<file path="config.mk">
export PLATFORM = sky130hd
export DESIGN_NAME = ordered_value_list_table
export DESIGN_NICKNAME = d
export VERILOG_FILES = /design/src/hdl/olt_pkg.sv /design/src/hdl/ordered_value_list_table.sv /design/src/hdl/olt_ram.sv /design/src/hdl/olt_cmp.sv
export SDC_FILE = /design/constraint.sdc
export NUM_CORES = 1
export LEC_CHECK = 0
export ABC_AREA = 1
export BUFFER_PORTS_ARGS = -buffer_cell sky130_fd_sc_hd__buf_4
export CORE_AREA = 4 4 321 228
export DETAILED_ROUTE_END_ITERATION = 16
export DIE_AREA = 0 0 325 232
export MAX_ROUTING_LAYER = met4
export PLACE_DENSITY = 0.5
export SLEW_MARGIN = 20
export SYNTH_ARGS = -nofsm -noshare
export SYNTH_HDL_FRONTEND = slang
export SYNTH_SLANG_ARGS = --single-unit
</file>
<file path="constraint.sdc">
create_clock -name clk -period 5.55 [get_ports clk]
set_clock_uncertainty 0.1 [all_clocks]
set_input_delay 1.11 -clock clk [delete_from_list [all_inputs] [get_ports clk]]
set_output_delay 1.11 -clock clk [all_outputs]
set_load 0.01 [all_outputs]
</file>
<file path="src/hdl/olt_pkg.sv">
// Package for the ordered value list table.
// Holds command codes, request/response structs and the sequencer state type.
// No dependencies.
package olt_pkg;

  // Command codes carried in req_t.cmd
  localparam logic [2:0] CMD_INSERT = 3'd0;
  localparam logic [2:0] CMD_REM_EQ = 3'd1;
  localparam logic [2:0] CMD_REM_GT = 3'd2;
  localparam logic [2:0] CMD_REM_LT = 3'd3;
  localparam logic [2:0] CMD_QUERY  = 3'd4;

  localparam int unsigned VALUE_W = 32;

  typedef struct packed {
    logic [2:0]                cmd;
    logic signed [VALUE_W-1:0] operand;
  } req_t;

  typedef struct packed {
    logic       hit;
    logic [4:0] entry_count;
    logic       is_empty;
    logic       dropped;
  } rsp_t;

  typedef enum logic [3:0] {
    ST_IDLE,
    ST_INS_RD,
    ST_INS_WR,
    ST_INS_PUT,
    ST_SRCH_RD,
    ST_SRCH_CMP,
    ST_SH_RD,
    ST_SH_WR,
    ST_DONE
  } state_t;

endpackage

</file>
<file path="src/hdl/ordered_value_list_table.sv">
// Ordered value list table: a list of signed 32-bit values, newest at the front, up to
// CAPACITY entries, kept in one RAM and worked on by a sequencer around one shared
// comparator. A request is taken when start is high and busy is low; busy then stays
// high until the single result has been shown on rsp for one cycle with done high. The
// receiver cannot stall and must take the result in that cycle. An insert moves each older
// entry back by one place, from the tail toward the front, through the single RAM read and
// write port, one read and one write per entry, then puts the new value at the front; an
// insert into a full list changes nothing and reports dropped. A query scans from the front
// and stops at the first match or at the end of the list. A removal scans to the first
// match and then moves every later entry forward by one place. Any search of an empty
// list and unused command codes complete without a scan and change nothing.
// Depends on olt_pkg, olt_ram and olt_cmp.
module ordered_value_list_table #(
  parameter int unsigned CAPACITY = 16
) (
  input  logic          clk,
  input  logic          rst,
  input  logic          start,
  input  olt_pkg::req_t req,
  output logic          busy,
  output logic          done,
  output olt_pkg::rsp_t rsp
);

  localparam int unsigned CW = $clog2(CAPACITY + 1);
  localparam int unsigned AW = $clog2(CAPACITY);

  olt_pkg::state_t state, state_next;

  logic [2:0]                         cmd_q, cmd_q_next;
  logic signed [olt_pkg::VALUE_W-1:0] key, key_next;
  logic [CW-1:0]                      cnt, cnt_next;
  logic [CW-1:0]                      idx, idx_next;
  logic                               hit_q, hit_q_next;
  logic                               drop_q, drop_q_next;

  logic                               ram_we;
  logic [AW-1:0]                      ram_waddr;
  logic [AW-1:0]                      ram_raddr;
  logic [olt_pkg::VALUE_W-1:0]        ram_wdata;
  logic [olt_pkg::VALUE_W-1:0]        ram_rdata;
  logic                               match;

  logic [CW:0]                        idx_p1;
  logic [CW:0]                        idx_p2;
  logic [CW:0]                        cnt_w;

  assign idx_p1 = {1'b0, idx} + (CW+1)'(1);
  assign idx_p2 = {1'b0, idx} + (CW+1)'(2);
  assign cnt_w  = {1'b0, cnt};

  olt_ram #(
    .WIDTH (olt_pkg::VALUE_W),
    .DEPTH (CAPACITY)
  ) u_ram (
    .clk   (clk),
    .we    (ram_we),
    .waddr (ram_waddr),
    .wdata (ram_wdata),
    .raddr (ram_raddr),
    .rdata (ram_rdata)
  );

  olt_cmp u_cmp (
    .cmd    (cmd_q),
    .stored (ram_rdata),
    .key    (key),
    .match  (match)
  );

  // State and control registers
  always_ff @(posedge clk) begin
    if (rst) begin
      state  <= olt_pkg::ST_IDLE;
      cnt    <= '0;
      hit_q  <= 1'b0;
      drop_q <= 1'b0;
    end else begin
      state  <= state_next;
      cnt    <= cnt_next;
      hit_q  <= hit_q_next;
      drop_q <= drop_q_next;
    end
  end

  // Request payload and position register
  always_ff @(posedge clk) begin
    cmd_q <= cmd_q_next;
    key   <= key_next;
    idx   <= idx_next;
  end

  // Sequencer: next state, RAM control and outputs
  always_comb begin
    state_next  = state;
    cmd_q_next  = cmd_q;
    key_next    = key;
    cnt_next    = cnt;
    idx_next    = idx;
    hit_q_next  = hit_q;
    drop_q_next = drop_q;
    ram_we      = 1'b0;
    ram_waddr   = idx[AW-1:0];
    ram_wdata   = ram_rdata;
    ram_raddr   = idx[AW-1:0];
    busy        = 1'b1;
    done        = 1'b0;

    unique case (state)
      olt_pkg::ST_IDLE: begin
        busy = 1'b0;
        if (start) begin
          cmd_q_next  = req.cmd;
          key_next    = req.operand;
          hit_q_next  = 1'b0;
          drop_q_next = 1'b0;
          idx_next    = '0;
          case (req.cmd)
            olt_pkg::CMD_INSERT: begin
              if (cnt == CW'(CAPACITY)) begin
                drop_q_next = 1'b1;
                state_next  = olt_pkg::ST_DONE;
              end else if (cnt == '0) begin
                state_next = olt_pkg::ST_INS_PUT;
              end else begin
                idx_next   = cnt - CW'(1);
                state_next = olt_pkg::ST_INS_RD;
              end
            end
            olt_pkg::CMD_REM_EQ, olt_pkg::CMD_REM_GT, olt_pkg::CMD_REM_LT,
            olt_pkg::CMD_QUERY: begin
              state_next = (cnt == '0) ? olt_pkg::ST_DONE : olt_pkg::ST_SRCH_RD;
            end
            default: state_next = olt_pkg::ST_DONE;
          endcase
        end
      end

      // Move entry idx back to idx+1, from the tail toward the front
      olt_pkg::ST_INS_RD: begin
        state_next = olt_pkg::ST_INS_WR;
      end
      olt_pkg::ST_INS_WR: begin
        ram_we    = 1'b1;
        ram_waddr = idx_p1[AW-1:0];
        if (idx == '0) begin
          state_next = olt_pkg::ST_INS_PUT;
        end else begin
          idx_next   = idx - CW'(1);
          state_next = olt_pkg::ST_INS_RD;
        end
      end
      olt_pkg::ST_INS_PUT: begin
        ram_we     = 1'b1;
        ram_waddr  = '0;
        ram_wdata  = key;
        cnt_next   = cnt + CW'(1);
        state_next = olt_pkg::ST_DONE;
      end

      // Scan from the front through the shared comparator
      olt_pkg::ST_SRCH_RD: begin
        state_next = olt_pkg::ST_SRCH_CMP;
      end
      olt_pkg::ST_SRCH_CMP: begin
        if (match) begin
          hit_q_next = 1'b1;
          if (cmd_q == olt_pkg::CMD_QUERY) begin
            state_next = olt_pkg::ST_DONE;
          end else if (idx_p1 < cnt_w) begin
            state_next = olt_pkg::ST_SH_RD;
          end else begin
            cnt_next   = cnt - CW'(1);
            state_next = olt_pkg::ST_DONE;
          end
        end else if (idx_p1 < cnt_w) begin
          idx_next   = idx_p1[CW-1:0];
          state_next = olt_pkg::ST_SRCH_RD;
        end else begin
          state_next = olt_pkg::ST_DONE;
        end
      end

      // Close the gap: move entry idx+1 forward to idx
      olt_pkg::ST_SH_RD: begin
        ram_raddr  = idx_p1[AW-1:0];
        state_next = olt_pkg::ST_SH_WR;
      end
      olt_pkg::ST_SH_WR: begin
        ram_we = 1'b1;
        if (idx_p2 < cnt_w) begin
          idx_next   = idx_p1[CW-1:0];
          state_next = olt_pkg::ST_SH_RD;
        end else begin
          cnt_next   = cnt - CW'(1);
          state_next = olt_pkg::ST_DONE;
        end
      end

      olt_pkg::ST_DONE: begin
        done       = 1'b1;
        state_next = olt_pkg::ST_IDLE;
      end

      default: state_next = olt_pkg::ST_IDLE;
    endcase
  end

  // Result fields
  assign rsp.hit         = hit_q;
  assign rsp.entry_count = 5'(cnt);
  assign rsp.is_empty    = (cnt == '0);
  assign rsp.dropped     = drop_q;

  // Result strobe lasts one cycle
  a_done_single: assert property (@(posedge clk) disable iff (rst) done |=> !done)
    else $error("result strobe held for more than one cycle");

  // An accepted request makes the block busy
  a_accept_busy: assert property (@(posedge clk) disable iff (rst) (start && !busy) |=> busy)
    else $error("block not busy after accepting a request");

  // Count never exceeds capacity
  a_cnt_bound: assert property (@(posedge clk) disable iff (rst) cnt <= CW'(CAPACITY))
    else $error("entry count above capacity");

  // A dropped insert never reports a hit
  a_drop_no_hit: assert property (@(posedge clk) disable iff (rst)
    (done && rsp.dropped) |-> !rsp.hit)
    else $error("dropped insert reported a hit");

endmodule

</file>
<file path="src/hdl/olt_ram.sv">
// Generic single-write, single-read RAM with registered read data.
// No dependencies.
module olt_ram #(
  parameter int unsigned WIDTH = 32,
  parameter int unsigned DEPTH = 16
) (
  input  logic                     clk,
  input  logic                     we,
  input  logic [$clog2(DEPTH)-1:0] waddr,
  input  logic [WIDTH-1:0]         wdata,
  input  logic [$clog2(DEPTH)-1:0] raddr,
  output logic [WIDTH-1:0]         rdata
);

  logic [WIDTH-1:0] mem [DEPTH];

  // Write port and registered read port
  always_ff @(posedge clk) begin
    if (we) begin
      mem[waddr] <= wdata;
    end
    rdata <= mem[raddr];
  end

endmodule

</file>
<file path="src/hdl/olt_cmp.sv">
// Shared signed compare unit for the ordered value list table.
// Decides whether a stored value matches the key under the current command.
// Depends on olt_pkg.
module olt_cmp (
  input  logic [2:0]                         cmd,
  input  logic signed [olt_pkg::VALUE_W-1:0] stored,
  input  logic signed [olt_pkg::VALUE_W-1:0] key,
  output logic                               match
);

  // Select the relation that the command asks for
  always_comb begin
    case (cmd)
      olt_pkg::CMD_REM_EQ, olt_pkg::CMD_QUERY: match = (stored == key);
      olt_pkg::CMD_REM_GT:                     match = (stored > key);
      default:                                 match = (stored < key);
    endcase
  end

endmodule
</file>
# ---- Yosys cells after proc, flatten, opt, wreduce, memory -nomap -nowiden
# Memories as Yosys holds them, arrays and structs flattened. A register that Yosys moved wholly into a read port is not among the register bits.
# Cells that the tools add are included.
dict set report op_classes {
  n_addsub 5
  order_cmp 4
  n_eq_ne 26
  n_mux 40
  n_reduce_logical 14
}
# operator n
set op_table {}
lappend op_table {{$mux 5} 12}
lappend op_table {{$mux 4} 9}
lappend op_table {{$eq 32x32->1} 1}
lappend op_table {{$gt 32x32->1} 1}
lappend op_table {{$lt 32x32->1} 1}
lappend op_table {{$mux 32} 1}
lappend op_table {{$pmux 4 s8} 1}
lappend op_table {{$pmux 5 s4} 1}
lappend op_table {{$ne 2x2->1 const B} 9}
lappend op_table {{$eq 4x3->1 const B} 4}
lappend op_table {{$pmux 4 s2} 2}
lappend op_table {{$pmux 5 s3} 1}
lappend op_table {{$lt 6x5->1} 2}
lappend op_table {{$logic_not 5->1} 2}
lappend op_table {{$sub 5x1->5 const B} 2}
lappend op_table {{$eq 3x2->1 const B} 3}
lappend op_table {{$mux 1} 9}
lappend op_table {{$eq 4x2->1 const B} 2}
lappend op_table {{$add 5x1->6 const B} 1}
lappend op_table {{$add 5x2->6 const B} 1}
lappend op_table {{$eq 3x1->1 const B} 2}
lappend op_table {{$eq 3x3->1 const B} 2}
lappend op_table {{$reduce_and 6->1} 1}
lappend op_table {{$add 5x1->5 const B} 1}
lappend op_table {{other kinds (16)} 18}
dict set report totals {
  regBits 51
  ram_bits 512
  inputBits 38
  out_inout_bits 10
  elab_cells 97
  memories 1
}
# memory depth word_bits read_ports rd_ports_with_merged_regs write_ports line_no
set mem_list {}
lappend mem_list {u_ram.mem 16 32 1 1 1 olt_ram.sv:15} ;# logic [WIDTH-1:0] mem [DEPTH];

# ---- Logic depth before layout (Yosys ltp)
# Gate-level depths: netlist (run 1).
dict set report depth {
  word_depth 6
  mapped_depth 20
  mapped_depth_nobuf 20
}

# ---- Modules after synthesis
# From an unflattened synthesis (run 1), not the netlist that was laid out.
dict set report hier_totals {
  hier_cells 2596
  area_unflattened_um2 26728.1
}
# module instances cells_per_inst area_each_um2 seq_area_each_um2
set modules_own_cells {}
lappend modules_own_cells {olt_ram 1 2120 22730.6 16015.4}
lappend modules_own_cells {ordered_value_list_table 1 319 3050.4 1421.4}
lappend modules_own_cells {olt_cmp 1 157 947.2 0.0}

# ---- Least setup slack after synthesis (run 1)
# OpenSTA, ideal clock, no wires.
dict set report synth_timing {
  kind {register -> register}
  start {register idx[0]}
  end {memory u_ram.mem[15][0] (enable)}
  setup_time_ps 421
  t_arrival_ps 2709
  required_ps 5029
  slack_ps 2320
  stages_incl_launch_ff 7
  n_path_buf 0
  period_less_slack_ps 3230
  cell_sequence {edfxtp_1 -> ha_1 -> xor2_1 -> inv_1 -> o22ai_1 -> nand2_1 -> nor2_1}
}
dict set report synth_via {
  elab_chain_len 2
}
# item line_no
set synth_rtl {}
lappend synth_rtl {{from (decl)} ordered_value_list_table.sv:33} ;# logic [CW-1:0] idx, idx_next;
lappend synth_rtl {{from (signal assigned)} ordered_value_list_table.sv:90} ;# idx <= idx_next;
lappend synth_rtl {{$add 5x1->6} ordered_value_list_table.sv:48} ;# assign idx_p1 = {1'b0, idx} + (CW+1)'(1);
lappend synth_rtl {{$pmux 4 s2 *} ordered_value_list_table.sv:109} ;# unique case (state)
lappend synth_rtl {{to (decl)} olt_ram.sv:15}
# Every way passes the cells marked *; elsewhere a longest branch is shown, timed or not.

# ---- Worst setup path after layout (run 1)
dict set report layout_timing {
  start {register idx[0]}
  end {register u_ram.rdata[26] (read register of u_ram.mem)}
}
dict set report layout_via {
  elab_chain_len 2
}
# item line_no
set layout_rtl {}
lappend layout_rtl {{$add 5x1->6} ordered_value_list_table.sv:48}
lappend layout_rtl {{$mux 4 *} ordered_value_list_table.sv:109}
lappend layout_rtl {{to (decl)} olt_ram.sv:12} ;# output logic [WIDTH-1:0] rdata
# Marked as above.
# A chain may end at the register's enable or synchronous reset.

==> impl_results.rst, run 1 <==
.. list-table::
   :header-rows: 1

   * - Metric
     - Value
   * - Via/cell ratio
     - 5.34
   * - Buffering stage count on the worst path with inverters included
     - 4
   * - Setup TNS Final
     - 0 ns
   * - Max stage delay on crit path
     - 0.71 ns
   * - Cell area after layout
     - 27,700 µm²
   * - Cells after Synth
     - between 1,500 and 2,000
   * - Sequential element share of the synthesized area
     - 0.715
   * - Number of enable-type register cells in the synthesized netlist
     - 552
   * - Wire length of the first global-routing pass
     - 98.5 mm
   * - WS Path Type
     - register to register
   * - Via count of the first global-routing pass
     - 15,000
   * - Slew @ Worst Pin
     - 1.09 ns
   * - Leakage power total
     - between 9 and 10 nW
   * - Number of slew-limit violations in the final report
     - 0
   * - P per Cell Area
     - 406 nW/µm²
   * - Maximum VDD drop
     - 0.217 mV
   * - Clock transition at path regs
     - around 0.060 ns
   * - Wire per inst
     - between 20 and 25 µm
   * - Vertical extent of the die
     - 232 µm
   * - Vias after detailed routing
     - 15,800
   * - Number of buffers inserted by port buffering
     - between 40 and 50
   * - Fraction of layout instances using a drive strength above 1
     - 0.113
   * - Total global routing track utilization
     - 0.177
   * - Register bit count reported by yosys
     - approximately 600
   * - Die Footprint
     - 75,400 µm²
   * - Kind of start point of the critical path
     - register
   * - Min-delay worst type
     - register to register
   * - Clock tree sinks
     - around 600
   * - Mean instance size in the synthesized netlist
     - 12.6 µm²
   * - Die Span X
     - ~330 µm
   * - Final setup violation count
     - 0
   * - Post-synth cell types
     - 45
   * - Final net count
     - 2,077
   * - Switching part of the total power
     - 0.282
   * - Area growth from synthesis to final layout
     - 13.7%
   * - Remaining design rule violation count
     - 0
   * - First-pass detailed-route iteration total
     - 5
   * - Cell area after synthesis
     - 24,400 µm²
   * - Data required time of the critical path
     - 5.97 ns
   * - Signal arrival time at the worst endpoint
     - 4.11 ns
   * - Clock root buffer master
     - sky130_fd_sc_hd__clkbuf_16
   * - Dominant delay contributor by cell family on the critical path
     - buffers and inverters
   * - Final Hold Fails
     - 0
   * - Share of flip-flops with an asynchronous set or reset after synthesis
     - 0
   * - TritonCTS buffer count
     - 56
   * - Starting utilization of the core area
     - 0.350
   * - Worst-path cell chain
     - inv_2, ha_1, inv_1, o21ai_4, buf_4, buf_4, o21ai_0, o22ai_1, o21ai_0, o21ai_1
   * - Number of inserted diodes
     - 0
   * - P_sw
     - 0.00317 W
   * - Syn nets
     - 2,023
   * - TritonCTS clock tree
     - yes
   * - Hold slack final
     - between 0.3 and 0.4 ns
   * - Number of rows created at floorplan
     - 81
   * - Top cell type by total area after synthesis
     - sky130_fd_sc_hd__edfxtp_1
   * - Total congestion overflow after global routing
     - 0
   * - Slack of the worst reg-to-reg path
     - about 1.9 ns
   * - Highest attainable clock frequency
     - 0.271 GHz
   * - Final-layout fill cell count
     - between 6,000 and 7,000
   * - Antenna violations before repair
     - 1
   * - Run status
     - completed
   * - Dominant register cell in the synthesized netlist
     - sky130_fd_sc_hd__edfxtp_1
   * - Area of the core
     - 69,700 µm²
   * - Synth area leaders
     - sky130_fd_sc_hd__edfxtp_1 (68%), sky130_fd_sc_hd__o21ai_0 (5.6%), sky130_fd_sc_hd__nor2_1 (5.2%)
   * - # resized after CTS
     - 0
   * - Max-cap viol count
     - 0
   * - Kind of end point of the critical path
     - register
   * - Maximum fanout along the worst path
     - 68
   * - Post-CTS Setup Bufs
     - 0
   * - Comb pwr share
     - 0.175
   * - Warning count from the yosys run
     - 0
   * - Routed Antenna Nets
     - 0
   * - Portion of total power attributed to the clock network
     - 0.336
   * - Reg power frac
     - 0.489
   * - Unrepaired setup endpoints after global routing
     - false
   * - I/O pin cnt
     - 48
   * - Max_slew headroom
     - 0.266
   * - Share of Yosys cell area claimed by the top area cell type
     - 0.680
   * - Iter 0 DRT Violations
     - 1,515
   * - Last weighted congestion value of the routability-driven placer
     - 0.832
   * - Final worst path period share
     - 0.665
   * - Internal power
     - 0.00808 W
   * - HPWL after DPL
     - between 30 and 40 mm
   * - Largest net degree at the start of global routing
     - 136
   * - Post-place instance area
     - 26,000 µm²
   * - Number of H-tree branching levels
     - 2
   * - Clock period minus worst slack
     - 3.69 ns
   * - Number of hold-repair buffers added at the cts stage
     - 0
   * - Slowest stage cell on the critical path
     - sky130_fd_sc_hd__buf_4
   * - Worst-Skew Late Latency
     - 0.61 ns
   * - Clock Path Buffers
     - 3
   * - Total wire length after detailed routing
     - 66.6 mm
cell type report:
class	instances	area, µm²	area share
Sequential cell	595	17400	0.629
Multi-Input combinational cell	1138	6150	0.222
Clock buffer	71	1500	0.0540
Tap cell	913	1140	0.0412
Timing Repair Buffer	110	888	0.0320
Inverter	91	352	0.0127
Clock inverter	35	270	0.00974
power by group through the flow:
| stage | logic [W] | clock network [W] | registers (W) |
|---|---|---|---|
| final | 0.00197 | 0.00378 | 0.00551 |
| after global routing | 0.00220 | 0.00405 | 0.00552 |
| after CTS | 0.00197 | 0.00386 | 0.00551 |
| after detailed placement | 0.00196 | 0 | 0.00560 |
| after global placement | 0.00193 | 0 | 0.00560 |
| after floorplan | 0.00127 | 0 | 0.00557 |
tightest hold or removal path: cells and delay by family, from the launching register on:
kind,cells,cell delay (ns)
buffers and inverters,1,0.05
DFF,1,0.32
AOI/OAI and AO/OA,1,0.05
Yosys cell counts, types with 2 or more instances:
cell type and instances:
sky130_fd_sc_hd__a21oi_1 30, sky130_fd_sc_hd__buf_2 61, sky130_fd_sc_hd__buf_4 17, sky130_fd_sc_hd__buf_6 5, sky130_fd_sc_hd__clkbuf_1 25, sky130_fd_sc_hd__clkbuf_2 6, sky130_fd_sc_hd__dfxtp_1 43, sky130_fd_sc_hd__edfxtp_1 552
sky130_fd_sc_hd__ha_1 47, sky130_fd_sc_hd__inv_1 83, sky130_fd_sc_hd__inv_2 5, sky130_fd_sc_hd__inv_4 2, sky130_fd_sc_hd__nand2_1 111, sky130_fd_sc_hd__nand2_2 4, sky130_fd_sc_hd__nand3_1 46, sky130_fd_sc_hd__nand4_1 5
sky130_fd_sc_hd__nor2_1 337, sky130_fd_sc_hd__nor2_2 3, sky130_fd_sc_hd__nor3_1 6, sky130_fd_sc_hd__nor3_2 2, sky130_fd_sc_hd__o211ai_1 20, sky130_fd_sc_hd__o21a_1 3, sky130_fd_sc_hd__o21ai_0 273, sky130_fd_sc_hd__o21ai_1 90
sky130_fd_sc_hd__o221ai_1 54, sky130_fd_sc_hd__o22ai_1 80, sky130_fd_sc_hd__xnor2_1 2, sky130_fd_sc_hd__xor2_1 9
metal layers:
metal / vias up / global-route usage / share of wire
met1: 7906 / 0.268 / 0.50
met3: 91 / 0.0294 / 0.063
met2: 508 / 0.253 / 0.42
met5: - / - / 0
met4: 0 / 0.0331 / 0.016
li1: 7261 / - / -
worst paths after layout:
path | cells after the start | start | end
setup / recovery | 10 | idx[0]$_DFFE_PP_ | u_ram.rdata[26]$_DFF_P_
hold / removal | 2 | hit_q$_SDFFE_PP0P_ | hit_q$_SDFFE_PP0P_
setup reg to reg | 10 | idx[0]$_DFFE_PP_ | u_ram.rdata[26]$_DFF_P_
hold reg to reg | 2 | hit_q$_SDFFE_PP0P_ | hit_q$_SDFFE_PP0P_
state kept, by name, indices dropped and copies added (netlist names):
name,cells
cnt,5
drop_q,1
u_ram.rdata,32
u_ram.mem,512
hit_q,1
state,4
idx,5
key,32
cmd_q,3
through the flow:
stage / setup slack [ns] / instances / power, W / util
3_5_place_dp: 1.84 / 2847 / 0.00756 / 0.372
2_1_floorplan: 2.32 / 1938 / 0.00684 / -
6_report: 1.86 / 2953 / 0.0112 / 0.398
5_1_grt: 1.64 / 2953 / 0.0118 / 0.398
4_1_cts: 1.82 / 2953 / 0.0113 / 0.398
3_3_place_gp: 1.94 / 2847 / 0.00753 / 0.372
kinds of logic (layout without fill, tap and decap cells):
group                    count (synthesis)  in the layout  share of synthesized area
XOR/XNOR                                11             11                    0.00395
buffers and inverters                  205            307                     0.0394
AND/OR/NAND/NOR                        520            520                     0.0862
flip-flops                             595            595                      0.715
adder cells (fa/ha/maj)                 47             47                     0.0241
AO/OA/AOI/OAI                          560            560                      0.131
cell usage in the layout (no fill, tap or decap), drive strengths merged, types with 3 or more instances in the layout:
| master | instances |
|---|---|
| edfxtp | 552 |
| o21ai | 365 |
| nor2 | 341 |
| nand2 | 116 |
| buf | 110 |
| inv | 94 |
| o22ai | 80 |
| clkbuf | 71 |
| o221ai | 54 |
| ha | 47 |
| nand3 | 46 |
| dfxtp | 43 |
| a21oi | 30 |
| clkinv | 27 |
| o211ai | 20 |
| xor2 | 9 |
| nor3 | 8 |
| nand4 | 6 |
| bufinv | 4 |
| o21a | 3 |
No activity file was read; power rests on OpenSTA's default activity.
==> run 2: changes to the inputs <==
==> constraint.sdc (replaced) <==
create_clock -name clk -period 3.7 [get_ports clk]
set_clock_uncertainty 0.1 [all_clocks]
set_input_delay 0.74 -clock clk [delete_from_list [all_inputs] [get_ports clk]]
set_output_delay 0.74 -clock clk [all_outputs]
set_load 0.01 [all_outputs]
==> run 2 against run 1 <==
  * Clock power rose by 47%
  * Register-to-register slack worse by 1.4 ns
  * Non-clock buffer count up 19
  * Global-route usage up 0.25 points
  * Final cell count grew 0.64%
  * First-iteration DRC count increased by 14%
  * Routed wire length rose by 0.82%
  * Critical path depth is the same
  * Setup slack got worse by 1.4 ns
  * Hold slack lost 0.16 ns
  * Maximum frequency increased by 14%
  * Critical endpoint is now idx[2]$_DFFE_PP_
  * Largest power group unchanged
==> impl_results.rst, run 2 (synthesis results as in run 1) <==
.. list-table::
   :header-rows: 1

   * - Metric
     - Value
   * - Register cell area after layout
     - 17,400 µm² (unchanged)
   * - Last weighted congestion value of the routability-driven placer
     - 0.852 (+2.4%)
   * - Final net count
     - 2,095 (+0.87%)
   * - Die Span X
     - 325 µm (unchanged)
   * - Buffering stage count on the worst path with inverters included
     - 1 (-3)
   * - Wire per inst
     - 22.6 µm (+0.17%)
   * - Via count of the first global-routing pass
     - 15,200 (+1.1%)
   * - Final-layout fill cell count
     - 6,542 (-1.3%)
   * - Met3 wirelength from detailed routing
     - 4.66 mm (+11%)
   * - Area growth from synthesis to final layout
     - 14.8%
   * - Highest attainable clock frequency
     - 0.310 GHz (+14%)
   * - First-pass detailed-route iteration total
     - 5 (unchanged)
   * - Clock tree sinks
     - 595 (unchanged)
   * - Min setup slack post-route
     - 0.474 ns (-1.39 ns)
   * - Worst path most repeated cell
     - sky130_fd_sc_hd__a21oi_1
   * - Setup TNS Final
     - 0 ns (unchanged)
   * - Slew @ Worst Pin
     - 0.881 ns (-0.213 ns)
   * - Routed Antenna Nets
     - 0 (unchanged)
   * - Power, Total
     - 0.0168 W (+50%)
   * - HPWL after DPL
     - 35.7 mm (-0.23%)
   * - Vertical extent of the die
     - 232 µm (unchanged)
   * - Number of H-tree branching levels
     - 2 (unchanged)
   * - Max stage delay on crit path
     - 0.57 ns (-0.14 ns)
   * - Cell area after layout
     - 28,000 µm² (+0.90%)
   * - Dominant delay contributor by cell family on the critical path
     - compound AO/OA/AOI/OAI gates
   * - Signal arrival time at the worst endpoint
     - 3.36 ns (-0.75 ns)
   * - Max-cap viol count
     - 0 (unchanged)
   * - # resized after CTS
     - 0 (unchanged)
   * - Final Hold Fails
     - 0 (unchanged)
   * - Slowest stage cell on the critical path
     - sky130_fd_sc_hd__a21oi_1
   * - Total congestion overflow after global routing
     - 0 (unchanged)
   * - Data required time of the critical path
     - 3.83 ns (-2.14 ns)
   * - Clock transition at path regs
     - 0.07 ns (about the same)
   * - Maximum fanout along the worst path
     - 8 (-88%)
   * - Total wire length after detailed routing
     - 67.2 mm (+0.82%)
   * - Flip-flop count of the largest register after layout
     - 512 (unchanged)
   * - Antenna violations before repair
     - 4 (+3)
   * - Final setup violation count
     - 0 (unchanged)
   * - Worst-Skew Late Latency
     - 0.61 ns (about the same)
   * - Worst-path cell chain
     - inv_2, ha_1, ha_1, a21oi_1, nor2_1, o21ai_1, a21oi_1, nor3_2, nand4_1, a21oi_1
   * - Kind of end point of the critical path
     - register
   * - Kind of start point of the critical path
     - register
   * - Total global routing track utilization
     - 0.180 (+0.00247)
   * - Area of the core
     - 69,700 µm² (unchanged)
   * - Run status
     - completed
   * - Clock root buffer master
     - sky130_fd_sc_hd__clkbuf_16
   * - Max_slew headroom
     - 0.406 (+0.140)
   * - TritonCTS buffer count
     - 55 (-1.8%)
   * - Instance count after placement with tap cells included
     - 2,866 (+0.67%)
   * - Largest regs
     - u_ram.mem (512), key (32), u_ram.rdata (32)
   * - Commonest non-fill, non-tap cell in the layout
     - sky130_fd_sc_hd__edfxtp_1
   * - P per Cell Area
     - 602 nW/µm² (+48%)
   * - Min-delay worst type
     - input pin to register
   * - Number of slew-limit violations in the final report
     - 0 (unchanged)
   * - Number of buffers inserted by port buffering
     - 47 (unchanged)
   * - Post-layout instance count excluding filler cells
     - 2,972 (+0.64%)
   * - TritonCTS clock tree
     - yes
   * - Post-place instance area
     - 26,200 µm² (+1.1%)
   * - Fraction of layout instances using a drive strength above 1
     - 0.123 (+0.00976)
   * - Vias after detailed routing
     - 15,800 (+0.12%)
   * - Total area of multi-input combinational cells
     - 6140 µm² (about the same)
   * - Most frequent cells in the layout
     - sky130_fd_sc_hd__edfxtp_1 (552), sky130_fd_sc_hd__nor2_1 (320), sky130_fd_sc_hd__o21ai_0 (273)
   * - Uppermost layer routed
     - met4
   * - Final worst path period share
     - 0.872 (+0.207)
   * - Unrepaired setup endpoints after global routing
     - false
   * - Number of rows created at floorplan
     - 81 (unchanged)
   * - Remaining design rule violation count
     - 0 (unchanged)
   * - Die Footprint
     - 75,400 µm² (unchanged)
   * - Clock period minus worst slack
     - 3.23 ns (-0.464 ns)
   * - Met1 Wirelength
     - 33.0 mm (-1.1%)
   * - Routed wire length on met2
     - 28.4 mm (+1.5%)
   * - Clock Path Buffers
     - 3 (unchanged)
   * - Worst-case setup slack after placement
     - 0.526 ns (-1.31 ns)
   * - Iter 0 DRT Violations
     - 1,721 (+14%)
   * - WS Path Type
     - register to register
   * - Largest reg by FF count
     - u_ram.mem
   * - Post-CTS Setup Bufs
     - 0 (unchanged)
   * - Wire length of the first global-routing pass
     - 99.6 mm (+1.1%)
   * - Starting utilization of the core area
     - 0.350 (unchanged)
   * - Via/cell ratio
     - 5.31 (-0.52%)
   * - Largest net degree at the start of global routing
     - 129 (-5.1%)
   * - Number of hold-repair buffers added at the cts stage
     - 0 (unchanged)
   * - Maximum VDD drop
     - 0.359 mV (+65%)
   * - Leakage power total
     - 9.43 nW (+1.2%)
   * - I/O pin cnt
     - 48 (unchanged)
## run 2: routing by layer
layer	up-vias	global-route usage
met2	524	0.259
met4	0	0.0365
met5	-	-
li1	7306	-
met3	93	0.0332
met1	7862	0.266
## run 2: layout make-up
class | instances | area share
flip-flops and latches | 595 | 0.623
repair buffers | 129 | 0.0418
clock inverters | 32 | 0.00921
inverters | 91 | 0.0125
multi-input cells | 1138 | 0.219
well taps | 913 | 0.0408
clock buffers | 72 | 0.0529
diodes | 2 | 0.000179
## run 2: worst paths after layout
kind	cells after the start	slack, ns	from	endpoint
worst max-delay path	10	0.47	idx[0]$_DFFE_PP_	idx[2]$_DFFE_PP_
worst min-delay path	1	0.20	req[18]	key[18]$_DFFE_PP_
worst max register to register	10	0.47	idx[0]$_DFFE_PP_	idx[2]$_DFFE_PP_
worst min register to register	2	0.36	hit_q$_SDFFE_PP0P_	hit_q$_SDFFE_PP0P_
## run 2: metrics by stage
stage | utilization | hold WS, ns
floorplan | - | 0.328
global route | 0.401 | 0.173
CTS | 0.401 | 0.171
finish | 0.401 | 0.203
detailed placement | 0.376 | 0.355
global placement | 0.376 | 0.342
## run 2: report_power, final
part	switching [W]	total (W)	internal, W
Sequential	0.000117	0.00823	0.00811
Clock	0.00253	0.00557	0.00304
Combinational	0.00211	0.00304	0.000921
